[src/rtl/peqc_pkg.sv]
// shared types and constants for the pointer event queue
package peqc_pkg;

  // default ring depth and register reset value
  localparam int unsigned QUEUE_DEPTH_DEF = 64;
  localparam logic [7:0] MAX_COORD_RST = 8'd239;

  // event phase codes
  typedef enum logic [1:0] {
    PH_NONE = 2'd0,
    PH_DOWN = 2'd1,
    PH_MOVE = 2'd2,
    PH_UP   = 2'd3
  } phase_t;

  // one queued pointer event
  typedef struct packed {
    phase_t      phase;
    logic [7:0]  x;
    logic [7:0]  y;
    logic        has_pos;
    logic        pressed;
    logic        intr;
    logic [31:0] ms;
  } event_t;

  // load command from the controller into the result stage
  typedef struct packed {
    logic   load;
    logic   from_mem;
    event_t evt;
  } stage_cmd_t;

endpackage

[src/rtl/peqc_if.sv]
// request and event channel interfaces with valid/ready handshake
interface peqc_in_if;
  logic               valid;
  logic               ready;
  logic               action;
  logic signed [10:0] pos_x;
  logic signed [10:0] pos_y;
  logic               is_pressed;
  logic [31:0]        time_ms;

  modport source (output valid, action, pos_x, pos_y, is_pressed, time_ms, input ready);
  modport sink (input valid, action, pos_x, pos_y, is_pressed, time_ms, output ready);
endinterface

interface peqc_out_if;
  logic        valid;
  logic        ready;
  logic [1:0]  phase;
  logic [7:0]  out_x;
  logic [7:0]  out_y;
  logic        pos_valid;
  logic        out_pressed;
  logic        interrupted;
  logic [31:0] event_ms;

  modport source (output valid, phase, out_x, out_y, pos_valid, out_pressed, interrupted,
                  event_ms, input ready);
  modport sink (input valid, phase, out_x, out_y, pos_valid, out_pressed, interrupted,
                event_ms, output ready);
endinterface

[src/rtl/peqc_ring.sv]
// event ring storage: one write port, one registered read port
module peqc_ring #(
  parameter int unsigned QUEUE_DEPTH = peqc_pkg::QUEUE_DEPTH_DEF
) (
  input  logic                           clk,
  input  logic                           wr_en,
  input  logic [$clog2(QUEUE_DEPTH)-1:0] wr_addr,
  input  peqc_pkg::event_t               wr_data,
  input  logic                           rd_en,
  input  logic [$clog2(QUEUE_DEPTH)-1:0] rd_addr,
  output peqc_pkg::event_t               rd_data
);
  import peqc_pkg::*;

  event_t mem [QUEUE_DEPTH];

  // write port
  always_ff @(posedge clk) begin
    if (wr_en) begin
      mem[wr_addr] <= wr_data;
    end
  end

  // registered read, held while not enabled
  always_ff @(posedge clk) begin
    if (rd_en) begin
      rd_data <= mem[rd_addr];
    end
  end

endmodule

[src/rtl/peqc_ctrl.sv]
// queue control: pointers, fill count, overflow marker, last sample, coalescing
module peqc_ctrl #(
  parameter int unsigned QUEUE_DEPTH = peqc_pkg::QUEUE_DEPTH_DEF
) (
  input  logic                           clk,
  input  logic                           rst,
  input  logic                           cfg_we,
  input  logic [7:0]                     cfg_wdata,
  peqc_in_if.sink                        req,
  input  logic                           stage_free,
  output logic                           wr_en,
  output logic [$clog2(QUEUE_DEPTH)-1:0] wr_addr,
  output peqc_pkg::event_t               wr_data,
  output logic                           rd_en,
  output logic [$clog2(QUEUE_DEPTH)-1:0] rd_addr,
  output peqc_pkg::stage_cmd_t           cmd
);
  import peqc_pkg::*;

  localparam int unsigned AW = $clog2(QUEUE_DEPTH);
  localparam int unsigned CW = $clog2(QUEUE_DEPTH + 1);
  localparam logic [AW-1:0] LAST_ADDR = AW'(QUEUE_DEPTH - 1);
  localparam logic [CW-1:0] FULL_COUNT = CW'(QUEUE_DEPTH);

  logic [7:0]    max_coord;
  logic [AW-1:0] head;
  logic [AW-1:0] tail;
  logic [CW-1:0] mem_count;
  logic          marker_valid;
  logic [31:0]   marker_ms;
  logic          tail_move;
  event_t        last_sample;

  logic          acc;
  logic          is_read;
  logic          out_of_range;
  logic          queue_nz;
  logic          full;
  logic          coalesce;
  logic [AW-1:0] head_inc;
  logic [AW-1:0] tail_inc;
  logic [AW-1:0] tail_dec;
  event_t        nx;
  event_t        marker_evt;
  event_t        idle_evt;

  assign req.ready = stage_free;
  assign acc       = req.valid & req.ready;
  assign is_read   = req.action;

  // ring index wrap
  assign head_inc = (head == LAST_ADDR) ? '0 : AW'(head + 1'b1);
  assign tail_inc = (tail == LAST_ADDR) ? '0 : AW'(tail + 1'b1);
  assign tail_dec = (tail == '0) ? LAST_ADDR : AW'(tail - 1'b1);

  // range check against the coordinate limit
  assign out_of_range = req.pos_x[10] | req.pos_y[10]
                      | (req.pos_x[9:0] > {2'b00, max_coord})
                      | (req.pos_y[9:0] > {2'b00, max_coord});

  // queue occupancy, marker counts as one entry
  assign queue_nz = (mem_count != '0) | marker_valid;
  assign full     = (CW'(mem_count + CW'(marker_valid)) == FULL_COUNT);

  // new event from the sample
  always_comb begin
    nx.x       = req.pos_x[7:0];
    nx.y       = req.pos_y[7:0];
    nx.has_pos = 1'b1;
    nx.pressed = req.is_pressed;
    nx.intr    = 1'b0;
    nx.ms      = req.time_ms;
    if (!req.is_pressed) begin
      nx.phase = PH_UP;
    end else if (last_sample.pressed) begin
      nx.phase = PH_MOVE;
    end else begin
      nx.phase = PH_DOWN;
    end
  end

  assign coalesce = queue_nz & (nx.phase == PH_MOVE) & tail_move;

  // interrupted marker and empty-queue reply
  always_comb begin
    marker_evt       = '0;
    marker_evt.phase = PH_NONE;
    marker_evt.intr  = 1'b1;
    marker_evt.ms    = marker_ms;
    idle_evt         = last_sample;
    idle_evt.phase   = PH_NONE;
    idle_evt.intr    = 1'b0;
  end

  // memory write and read requests
  always_comb begin
    wr_en   = acc & ~is_read & ~out_of_range;
    wr_addr = coalesce ? tail_dec : tail;
    wr_data = nx;
    rd_en   = acc & is_read & ~marker_valid & (mem_count != '0);
    rd_addr = head;
  end

  // result stage load
  always_comb begin
    cmd.load     = acc & is_read;
    cmd.from_mem = ~marker_valid & (mem_count != '0);
    cmd.evt      = marker_valid ? marker_evt : idle_evt;
  end

  // configuration register
  always_ff @(posedge clk) begin
    if (rst) begin
      max_coord <= MAX_COORD_RST;
    end else if (cfg_we) begin
      max_coord <= cfg_wdata;
    end
  end

  // queue state update
  always_ff @(posedge clk) begin
    if (rst) begin
      head         <= '0;
      tail         <= '0;
      mem_count    <= '0;
      marker_valid <= 1'b0;
      marker_ms    <= '0;
      tail_move    <= 1'b0;
      last_sample  <= '0;
    end else if (acc) begin
      if (is_read) begin
        if (marker_valid) begin
          marker_valid <= 1'b0;
        end else if (mem_count != '0) begin
          head      <= head_inc;
          mem_count <= CW'(mem_count - 1'b1);
        end
      end else if (out_of_range) begin
        last_sample  <= '0;
        head         <= tail;
        mem_count    <= '0;
        marker_valid <= 1'b1;
        marker_ms    <= req.time_ms;
        tail_move    <= 1'b0;
      end else begin
        last_sample <= nx;
        if (!coalesce) begin
          tail      <= tail_inc;
          tail_move <= (nx.phase == PH_MOVE);
          if (full) begin
            head         <= tail;
            mem_count    <= CW'(1);
            marker_valid <= 1'b1;
            marker_ms    <= req.time_ms;
          end else begin
            mem_count <= CW'(mem_count + 1'b1);
          end
        end
      end
    end
  end

endmodule

[src/rtl/peqc_out.sv]
// result stage: read-data stage then output register toward the sink
module peqc_out (
  input  logic                 clk,
  input  logic                 rst,
  input  peqc_pkg::stage_cmd_t cmd,
  input  peqc_pkg::event_t     mem_q,
  output logic                 stage_free,
  peqc_out_if.source           evt
);
  import peqc_pkg::*;

  logic   s1_valid;
  logic   s1_from_mem;
  event_t s1_evt;
  logic   out_valid;
  event_t out_data;
  logic   out_free;

  assign out_free   = ~out_valid | evt.ready;
  assign stage_free = ~s1_valid | out_free;

  // read stage, pairs with the ring's read register
  always_ff @(posedge clk) begin
    if (rst) begin
      s1_valid <= 1'b0;
    end else if (stage_free) begin
      s1_valid <= cmd.load;
    end
  end

  always_ff @(posedge clk) begin
    if (stage_free && cmd.load) begin
      s1_from_mem <= cmd.from_mem;
      s1_evt      <= cmd.evt;
    end
  end

  // output register
  always_ff @(posedge clk) begin
    if (rst) begin
      out_valid <= 1'b0;
    end else if (out_free) begin
      out_valid <= s1_valid;
    end
  end

  always_ff @(posedge clk) begin
    if (out_free && s1_valid) begin
      out_data <= s1_from_mem ? mem_q : s1_evt;
    end
  end

  // drive the event channel
  assign evt.valid       = out_valid;
  assign evt.phase       = out_data.phase;
  assign evt.out_x       = out_data.x;
  assign evt.out_y       = out_data.y;
  assign evt.pos_valid   = out_data.has_pos;
  assign evt.out_pressed = out_data.pressed;
  assign evt.interrupted = out_data.intr;
  assign evt.event_ms    = out_data.ms;

endmodule

[src/rtl/pointer_event_queue_coalescing.sv]
// Pointer event queue with move coalescing. The block takes one request per clock
// cycle on req: a sample (action 0) or a read (action 1). A sample updates the queue
// and produces no event; a read produces exactly one event on evt, which passes from
// the read stage (paired with the ring's registered read) into the output register
// and on to the sink. Requests are held off only when both the read stage and the
// output register hold events the sink has not yet taken. The queue holds QUEUE_DEPTH
// events, an interrupted marker included; that marker lives in a register in front of
// the ring, so every request is at most a single ring write or a single ring read.
// max_coord is written through cfg_we/cfg_wdata and should change only while idle.
module pointer_event_queue_coalescing #(
  parameter int unsigned QUEUE_DEPTH = peqc_pkg::QUEUE_DEPTH_DEF
) (
  input  logic       clk,
  input  logic       rst,
  input  logic       cfg_we,
  input  logic [7:0] cfg_wdata,
  peqc_in_if.sink    req,
  peqc_out_if.source evt
);
  import peqc_pkg::*;

  localparam int unsigned AW = $clog2(QUEUE_DEPTH);

  logic          wr_en;
  logic [AW-1:0] wr_addr;
  event_t        wr_data;
  logic          rd_en;
  logic [AW-1:0] rd_addr;
  event_t        rd_data;
  stage_cmd_t    cmd;
  logic          stage_free;

  // queue control
  peqc_ctrl #(.QUEUE_DEPTH(QUEUE_DEPTH)) u_ctrl (
    .clk        (clk),
    .rst        (rst),
    .cfg_we     (cfg_we),
    .cfg_wdata  (cfg_wdata),
    .req        (req),
    .stage_free (stage_free),
    .wr_en      (wr_en),
    .wr_addr    (wr_addr),
    .wr_data    (wr_data),
    .rd_en      (rd_en),
    .rd_addr    (rd_addr),
    .cmd        (cmd)
  );

  // event storage
  peqc_ring #(.QUEUE_DEPTH(QUEUE_DEPTH)) u_ring (
    .clk     (clk),
    .wr_en   (wr_en),
    .wr_addr (wr_addr),
    .wr_data (wr_data),
    .rd_en   (rd_en),
    .rd_addr (rd_addr),
    .rd_data (rd_data)
  );

  // result stages
  peqc_out u_out (
    .clk        (clk),
    .rst        (rst),
    .cmd        (cmd),
    .mem_q      (rd_data),
    .stage_free (stage_free),
    .evt        (evt)
  );

endmodule
[src/flat_wrapper.sv]
// flat-port wrapper written by rule: the top's interface ports become plain ports
module pointer_event_queue_coalescing_flat import peqc_pkg::*;
#(
  parameter int unsigned QUEUE_DEPTH = peqc_pkg::QUEUE_DEPTH_DEF
)
  (clk, rst, cfg_we, cfg_wdata, req_valid, req_action, req_pos_x, req_pos_y, req_is_pressed, req_time_ms, req_ready, evt_valid, evt_phase, evt_out_x, evt_out_y, evt_pos_valid, evt_out_pressed, evt_interrupted, evt_event_ms, evt_ready);
  peqc_in_if req_i ();
  peqc_out_if evt_i ();
  input  logic clk;
  input  logic rst;
  input  logic cfg_we;
  input  logic [7:0] cfg_wdata;
  input wire logic [$bits(req_i.valid)-1:0] req_valid;
  input wire logic [$bits(req_i.action)-1:0] req_action;
  input wire logic [$bits(req_i.pos_x)-1:0] req_pos_x;
  input wire logic [$bits(req_i.pos_y)-1:0] req_pos_y;
  input wire logic [$bits(req_i.is_pressed)-1:0] req_is_pressed;
  input wire logic [$bits(req_i.time_ms)-1:0] req_time_ms;
  output wire logic [$bits(req_i.ready)-1:0] req_ready;
  output wire logic [$bits(evt_i.valid)-1:0] evt_valid;
  output wire logic [$bits(evt_i.phase)-1:0] evt_phase;
  output wire logic [$bits(evt_i.out_x)-1:0] evt_out_x;
  output wire logic [$bits(evt_i.out_y)-1:0] evt_out_y;
  output wire logic [$bits(evt_i.pos_valid)-1:0] evt_pos_valid;
  output wire logic [$bits(evt_i.out_pressed)-1:0] evt_out_pressed;
  output wire logic [$bits(evt_i.interrupted)-1:0] evt_interrupted;
  output wire logic [$bits(evt_i.event_ms)-1:0] evt_event_ms;
  input wire logic [$bits(evt_i.ready)-1:0] evt_ready;
  assign req_i.valid = req_valid;
  assign req_i.action = req_action;
  assign req_i.pos_x = req_pos_x;
  assign req_i.pos_y = req_pos_y;
  assign req_i.is_pressed = req_is_pressed;
  assign req_i.time_ms = req_time_ms;
  assign req_ready = req_i.ready;
  assign evt_valid = evt_i.valid;
  assign evt_phase = evt_i.phase;
  assign evt_out_x = evt_i.out_x;
  assign evt_out_y = evt_i.out_y;
  assign evt_pos_valid = evt_i.pos_valid;
  assign evt_out_pressed = evt_i.out_pressed;
  assign evt_interrupted = evt_i.interrupted;
  assign evt_event_ms = evt_i.event_ms;
  assign evt_i.ready = evt_ready;
  pointer_event_queue_coalescing #(.QUEUE_DEPTH(QUEUE_DEPTH)) u_core (.clk(clk), .rst(rst), .cfg_we(cfg_we), .cfg_wdata(cfg_wdata), .req(req_i), .evt(evt_i));
endmodule
[config.mk]
export PLATFORM = sky130hd
export DESIGN_NAME = pointer_event_queue_coalescing_flat
export DESIGN_NICKNAME = d
export VERILOG_FILES = /design/src/rtl/peqc_pkg.sv /design/src/rtl/peqc_if.sv /design/src/rtl/peqc_ring.sv /design/src/rtl/peqc_ctrl.sv /design/src/rtl/peqc_out.sv /design/src/rtl/pointer_event_queue_coalescing.sv /design/src/flat_wrapper.sv
export SDC_FILE = /design/constraint.sdc
export NUM_CORES = 2
export LEC_CHECK = 0
export BUFFER_PORTS_ARGS = -buffer_cell sky130_fd_sc_hd__buf_2
export CAP_MARGIN = 25
export CELL_PAD_IN_SITES_DETAIL_PLACEMENT = 0
export CELL_PAD_IN_SITES_GLOBAL_PLACEMENT = 1
export CORE_MARGIN = 2
export CORE_UTILIZATION = 35
export DETAILED_ROUTE_END_ITERATION = 12
export PLACE_DENSITY = 0.6
export RECOVER_POWER = 25
export SYNTH_ARGS = -nofsm -noshare
export SYNTH_HDL_FRONTEND = slang
export SYNTH_SLANG_ARGS = --single-unit
export TNS_END_PERCENT = 20
[constraint.sdc]
create_clock -name clk -period 6.15 [get_ports clk]
set_input_delay 1.23 -clock clk [delete_from_list [all_inputs] [get_ports clk]]
set_output_delay 1.23 -clock clk [all_outputs]
set_load 0.05 [all_outputs]
* Word level (Yosys, flattened, before mapping)
Memory sizes are Yosys's and may differ from the RTL's. A register that Yosys moved wholly into a read port is not among the register bits.
Cells that the tools add are included.
** Word-level totals
- Bits in writable memories :: 3264
- Logic and storage cells :: 114
- Output and inout bits :: 55
- Bits in registers :: 222
- Input bits :: 69
- Memories kept :: 1
** Memories
- u_core.u_ring.mem :: depth 64, bits a word 51, read ports 1, clocked after Yosys merged registers in 1, wr ports 1, RTL line peqc_ring.sv:15 : event_t mem [QUEUE_DEPTH];
** Cells by class
- Mux-type cells :: 32
- Bitwise gates (word level) :: 21
- Reduce and logical (&&, ||, !) cells :: 13
- Magnitude comparators :: 2
- Add/subtract/negate cells :: 6
- Equality and inequality tests :: 8
** Operators by type and width (count)
- 2-to-1 mux 32 bit :: 3
- 2-to-1 mux 6 bit :: 10
- 2-to-1 mux 53 bit :: 1
- 2-to-1 mux 51 bit :: 1
- 2-to-1 mux 7 bit :: 6
- 2-to-1 mux 33 bit :: 1
- > comparator 10 x 8 -> 1 bit :: 2
- adder 6 x 1 -> 6 bit, second input constant :: 2
- == test 6 bit, second input constant :: 2
- AND reduction 4 bit :: 3
- bitwise AND 1 bit :: 9
- 2-to-1 mux 1 bit :: 8
- adder 7 x 1 -> 7 bit :: 1
- adder 7 x 1 -> 7 bit, second input constant :: 1
- == test 7 bit, second input constant :: 1
- nonzero test 7 bit :: 1
- subtractor 7 x 1 -> 7 bit, second input constant :: 1
- zero test 6 bit :: 1
- inverter 1 bit :: 6
- bitwise OR 1 bit :: 6
- AND reduction 3 bit :: 2
- subtractor 6 x 1 -> 6 bit, second input constant :: 1
- AND reduction 5 bit :: 1
- 2-to-1 mux 2 bit :: 2
- 8 further kinds :: 10

* Logic depth before layout (Yosys ltp)
- Depth in word-level cells :: 8
- Depth in mapped cells :: 11
- Mapped depth without buffers :: 9

* Hierarchy
From an unflattened synthesis, not the netlist that was laid out.
** Second synthesis, totals
- Cells, all modules :: 6481
- Area total of the unflattened synthesis :: 140298.3 µm²
** By module, submodules not included
- peqc_ring :: area each 129932.1 µm², seq. area each 103449.2 µm², cells each 5520, times used 1
- peqc_ctrl :: area each 6173.4 µm², seq. area each 2222.1 µm², cells each 785, times used 1
- peqc_out :: area each 4192.8 µm², seq. area each 3253.1 µm², cells each 176, times used 1

* Least setup slack after synthesis
No wires, ideal clock.
- Path kind :: input to register
- Start point :: input req_pos_y[5]
- End point :: memory u_core.u_ring.mem[5][0] in the netlist's numbering (enable)
- Data arrival time :: 5.364 ns
- Stages on the path :: 9
- Slack :: 0.326 ns
- Required time :: 5.690 ns
- Buffers on the path :: 1
- Cells stage by stage :: ha_1 -> a2111oi_0 -> nand2_1 -> nor3b_1 -> o21a_1 -> nand2_1 -> or3_1 -> clkbuf_1 -> nor2_1
** Between the ends
- Cells in the longest elaborated chain, start to end :: 6
** Ends and longest elaborated chain
- start: declaration :: RTL line flat_wrapper.sv:16 : input wire logic [$bits(req_i.pos_y)-1:0] req_pos_y;
- > comparator 10 x 8 -> 1 bit :: RTL line peqc_ctrl.sv:59 : | (req.pos_y[9:0] > {2'b00, max_coord});
- bitwise OR 1 bit :: RTL line peqc_ctrl.sv:59
- inverter 1 bit (no line)
- bitwise AND 1 bit :: RTL line peqc_ctrl.sv:97 : wr_en = acc & ~is_read & ~out_of_range;
- 2-to-1 mux 1 bit :: RTL line peqc_ring.sv:19 : if (wr_en) begin
- 2-to-1 mux 1 bit (implied by the code) :: RTL line peqc_ring.sv:20 : mem[wr_addr] <= wr_data;
- end: declaration :: RTL line peqc_ring.sv:15
Every way passes these cells.

* Worst setup path after layout
- Start point :: register u_core.u_ctrl.marker_valid
- End point :: memory u_core.u_ring.mem[56][33] in the netlist's numbering (enable)
** Between the ends
- Cells in the longest elaborated chain, start to end :: 4
** Ends and longest elaborated chain
- start: declaration :: RTL line peqc_ctrl.sv:29 : logic marker_valid;
- start signal: assignment :: RTL line peqc_ctrl.sv:126 : marker_valid <= 1'b0;
- start signal: assignment :: RTL line peqc_ctrl.sv:133 : marker_valid <= 1'b0;
- start signal: assignment :: RTL line peqc_ctrl.sv:142 : marker_valid <= 1'b1;
- bitwise OR 1 bit :: RTL line peqc_ctrl.sv:62 : assign queue_nz = (mem_count != '0) | marker_valid;
- bitwise AND 1 bit (2 in series) :: RTL line peqc_ctrl.sv:82 : assign coalesce = queue_nz & (nx.phase == PH_MOVE) & tail_move;
- 2-to-1 mux 6 bit :: RTL line peqc_ctrl.sv:98 : wr_addr = coalesce ? tail_dec : tail;
Every way passes these cells.

==> results.py <==
metrics = {
    "synth": {
        "synth-edff-count": 3420,
        "ys_seq_area_frac": 0.778,
        "synth_cell_types": 59,
        "syn_inst": 5675,
        "avgSynthCellArea_sq_um": 23.8,
        "yosys_register_bits": 3533,
        "synth_fp_nets": 5769,
        "async_flop_share": 0,
        "synth_flop_cell": "edfxtp_1",
        "synth_area_sq_um": 135000,
        "synth_warnings": 0,
    },
    "grt": {
        "overflow": 0,
        "grt_pass1_vias": 63900,
        "grt_start_max_net_pins": 77,
        "grt_usage": 0.197,
        "grt_pass1_wl_microns": 536000,
        "antenna_found_initial": 50,
    },
    "timing": {
        "clock_skew_ns": 0.0476,
        "rsz0062_at_grt": "false",
        "slew_headroom": -1.71,
        "slew_viol_final": 1905,
        "tightest_slew_ns": 4.07,
        "hold_slack_ns": 0.451,
        "timing.final.hold_violations": 0,
        "setup_violations": 0,
        "finalCriticalPeriod_ns": 5.05,
        "min_period_over_period": 0.822,
        "fin_tns_setup_ns": 0,
        "max_clock_freq_mhz": 198,
    },
    "die": {
        "initial_core_util": 0.352,
        "core-area_sq_um": 383000,
        "std_cell_rows": 227,
        "die_w_microns": 625,
        "design.die.area_sq_um": 390000,
        "fp.dieH_microns": 625,
        "ios": 124,
    },
    "power": {
        "power.switching_w": 0.0108,
        "sw_frac_of_total": 0.213,
        "ir_drop_uv": 229,
        "power_density_nw_per_um2": 325,
        "leakage_nw": 47.0,
        "seqPwrFrac": 0.523,
        "pwr-share-clk": 0.436,
        "power.internal_w": 0.0399,
        "power_frac_comb": 0.041,
    },
    "outcome": {
        "violations": "max-capacitance violations, max-slew violations",
        "outcome": "complete, but fails checks",
    },
    "clock_network": {
        "clk_pin_slew_worst_paths_ns": 0.06,
        "cts_max_level": 5,
        "cts_resized": 0,
        "cts_setup_buffers": 0,
        "cts_tree": "done",
        "insertion_delay_ns": 0.93,
        "holdBufCountCts": 0,
        "numCtsBuffers": 371,
        "clock_path_buffers": 4,
        "numClockSinks": 3533,
        "root_buffer": "clkbuf_16",
    },
    "routing": {
        "vias_per_cell": 5.61,
        "ant_nets": 0,
        "drtIter0Drc": 8617,
        "drc_errors": 0,
        "wl_per_cell_microns": 33.9,
        "drt-total-wl_microns": 389000,
        "num_vias": 64400,
        "drtPass1Iterations": 5,
    },
    "worst_setup_path": {
        "r2r_setup_slack_ns": 1.10,
        "cp.arrival_ns": 5.65,
        "path_max_fanout": 30,
        "crit_path_start_kind": "register",
        "cp-startpoint": "u_core.u_ctrl.marker_valid",
        "cp.required_ns": 6.74,
        "worst-setup-path-type": "register to register",
        "reg2reg_from": "u_core.u_ctrl.marker_valid",
        "end_kind": "register",
    },
    "run": {
        "drv_cap": 33,
    },
    "finish": {
        "area_growth_pct": 15.7,
        "drive_gt1_frac": 0.321,
        "finalNetCount": 6220,
    },
    "worst_hold_path": {
        "hp-start": "u_core.u_ctrl.idle_evt[6]",
        "worstHoldPathType": "register to register",
    },
    "placed_design": {
        "routabilityCongestion": 0.823,
        "post-dp-hpwl_microns": 238000,
        "io_buffers": 123,
    },
}
## cells in the final DEF (no fill, tap or decap), types with 75 or more instances in the layout
master     instances
mux4_2          1054
clkbuf_1         143
nand2_1           87
nor2_1            97
edfxtp_1        3420
buf_12            93
dfxtp_1          107
buf_2             84
mux2_2            76
clkinv_1          77
a21oi_1           75
buf_4            152
clkbuf_16        375
## synth_stat cells, types with 4 or more instances
master	count	share of area
ha_1	25	0.0023
buf_2	99	0.0037
nor4_1	4	0.00019
buf_4	5	0.00028
or2_2	4	0.00019
mux2_2	82	0.0068
a211oi_1	18	0.0010
buf_1	41	0.0011
mux4_2	1054	0.18
nand2b_1	4	0.00019
nand3_1	34	0.0013
edfxtp_1	3420	0.76
clkbuf_1	167	0.0046
buf_6	4	0.00033
or3_1	8	0.00037
nor2_1	162	0.0045
nor2b_1	41	0.0019
and2_1	4	0.00019
nand4_1	5	0.00023
a31oi_1	24	0.0011
mux2i_1	41	0.0030
a32o_1	4	0.00030
o211ai_1	12	0.00067
o21a_1	4	0.00022
nand2_1	87	0.0024
a21oi_1	75	0.0028
dfxtp_1	113	0.017
o31ai_1	4	0.00022
and3_1	40	0.0019
inv_1	20	0.00056
o21ai_0	20	0.00074
nor3_1	10	0.00037
## registers in the layout, indices dropped and copies added (netlist names)
signal                        count
u_core.u_out.s1_evt              51
u_core.u_out.s1_from_mem          1
u_core.u_out.evt.out_pressed      1
u_core.u_out.evt.valid            1
u_core.u_out.evt.phase            2
u_core.u_ctrl.mem_count           7
u_core.u_out.evt.event_ms        32
u_core.u_ctrl.marker_valid        1
u_core.u_out.evt.pos_valid        1
u_core.u_ctrl.idle_evt           50
u_core.u_ctrl.tail                6
u_core.u_ring.mem              3264
u_core.u_ctrl.max_coord           8
u_core.u_out.s1_valid             1
u_core.u_ctrl.rd_addr             6
u_core.u_ctrl.tail_move           1
u_core.u_ring.rd_data            51
u_core.u_out.evt.out_x            8
u_core.u_out.evt.interrupted      1
u_core.u_out.evt.out_y            8
u_core.u_ctrl.marker_ms          32
## power by group through the flow
stage | combinational (W) | sequential [W] | clock, W
6_report | 0.00206 | 0.0265 | 0.0221
5_1_grt | 0.00218 | 0.0265 | 0.0234
4_1_cts | 0.00212 | 0.0265 | 0.0225
3_5_place_dp | 0.00212 | 0.0270 | 0
3_3_place_gp | 0.00210 | 0.0270 | 0
2_1_floorplan | 0.00105 | 0.0270 | 0
## cell families after synthesis
group | after synthesis | share of synthesized area
flip-flops | 3533 | 0.778
XOR/XNOR | 3 | 0.000195
multiplexers | 1177 | 0.186
AO/OA/AOI/OAI | 188 | 0.00875
AND/OR/NAND/NOR | 412 | 0.0142
adder cells (fa/ha/maj) | 25 | 0.00232
buffers and inverters | 337 | 0.0107
## routing by layer
metal,routed length (microns),up-vias,global-route usage
li1,-,25300,-
met1,166000,35800,0.286
met2,184000,2877,0.310
met3,30300,474,0.0336
met4,9220,20,0.0442
met5,290,-,0
## worst max-delay path, cell delays in order, from the launching register on
cell and delay, ns:
dfxtp_1 1.63, inv_1 0.20, a41o_1 0.34, nor2_1 0.24, a21oi_1 0.12, a31oi_1 0.28
nand2_1 0.61, nor2_4 0.86, buf_4 0.38
## cell type report
cell class / instances / area (sq um)
Tap cell: 5038 / 6300
Clock buffer: 457 / 9720
Fill cell: 33000 / 227000
Antenna cell: 21 / 52.6
Sequential cell: 3533 / 105000
Inverter: 21 / 87.6
Clock inverter: 219 / 2280
Multi-Input combinational cell: 1805 / 29000
Timing Repair Buffer: 394 / 3690
## stage by stage
step           setup slack [ns]  total power (W)   util  instances  cell area (sq um)
2_1_floorplan             0.326           0.0281      -       5675             135000
3_3_place_gp              0.806           0.0291  0.377      10800             144000
3_5_place_dp              0.827           0.0291  0.377      10800             144000
4_1_cts                    1.75           0.0511  0.408      11500             156000
5_1_grt                    1.00           0.0521  0.407      11500             156000
6_report                   1.10           0.0507  0.408      11500             156000
## worst paths after layout
kind / cells after the start / end
hold reg to reg: 2 / u_core.u_ctrl.idle_evt[6]
setup / recovery: 8 / u_core.u_ring.mem[56][33]
hold / removal: 2 / u_core.u_ctrl.idle_evt[6]
setup reg to reg: 8 / u_core.u_ring.mem[56][33]
Power figures use the tool's default switching activity.
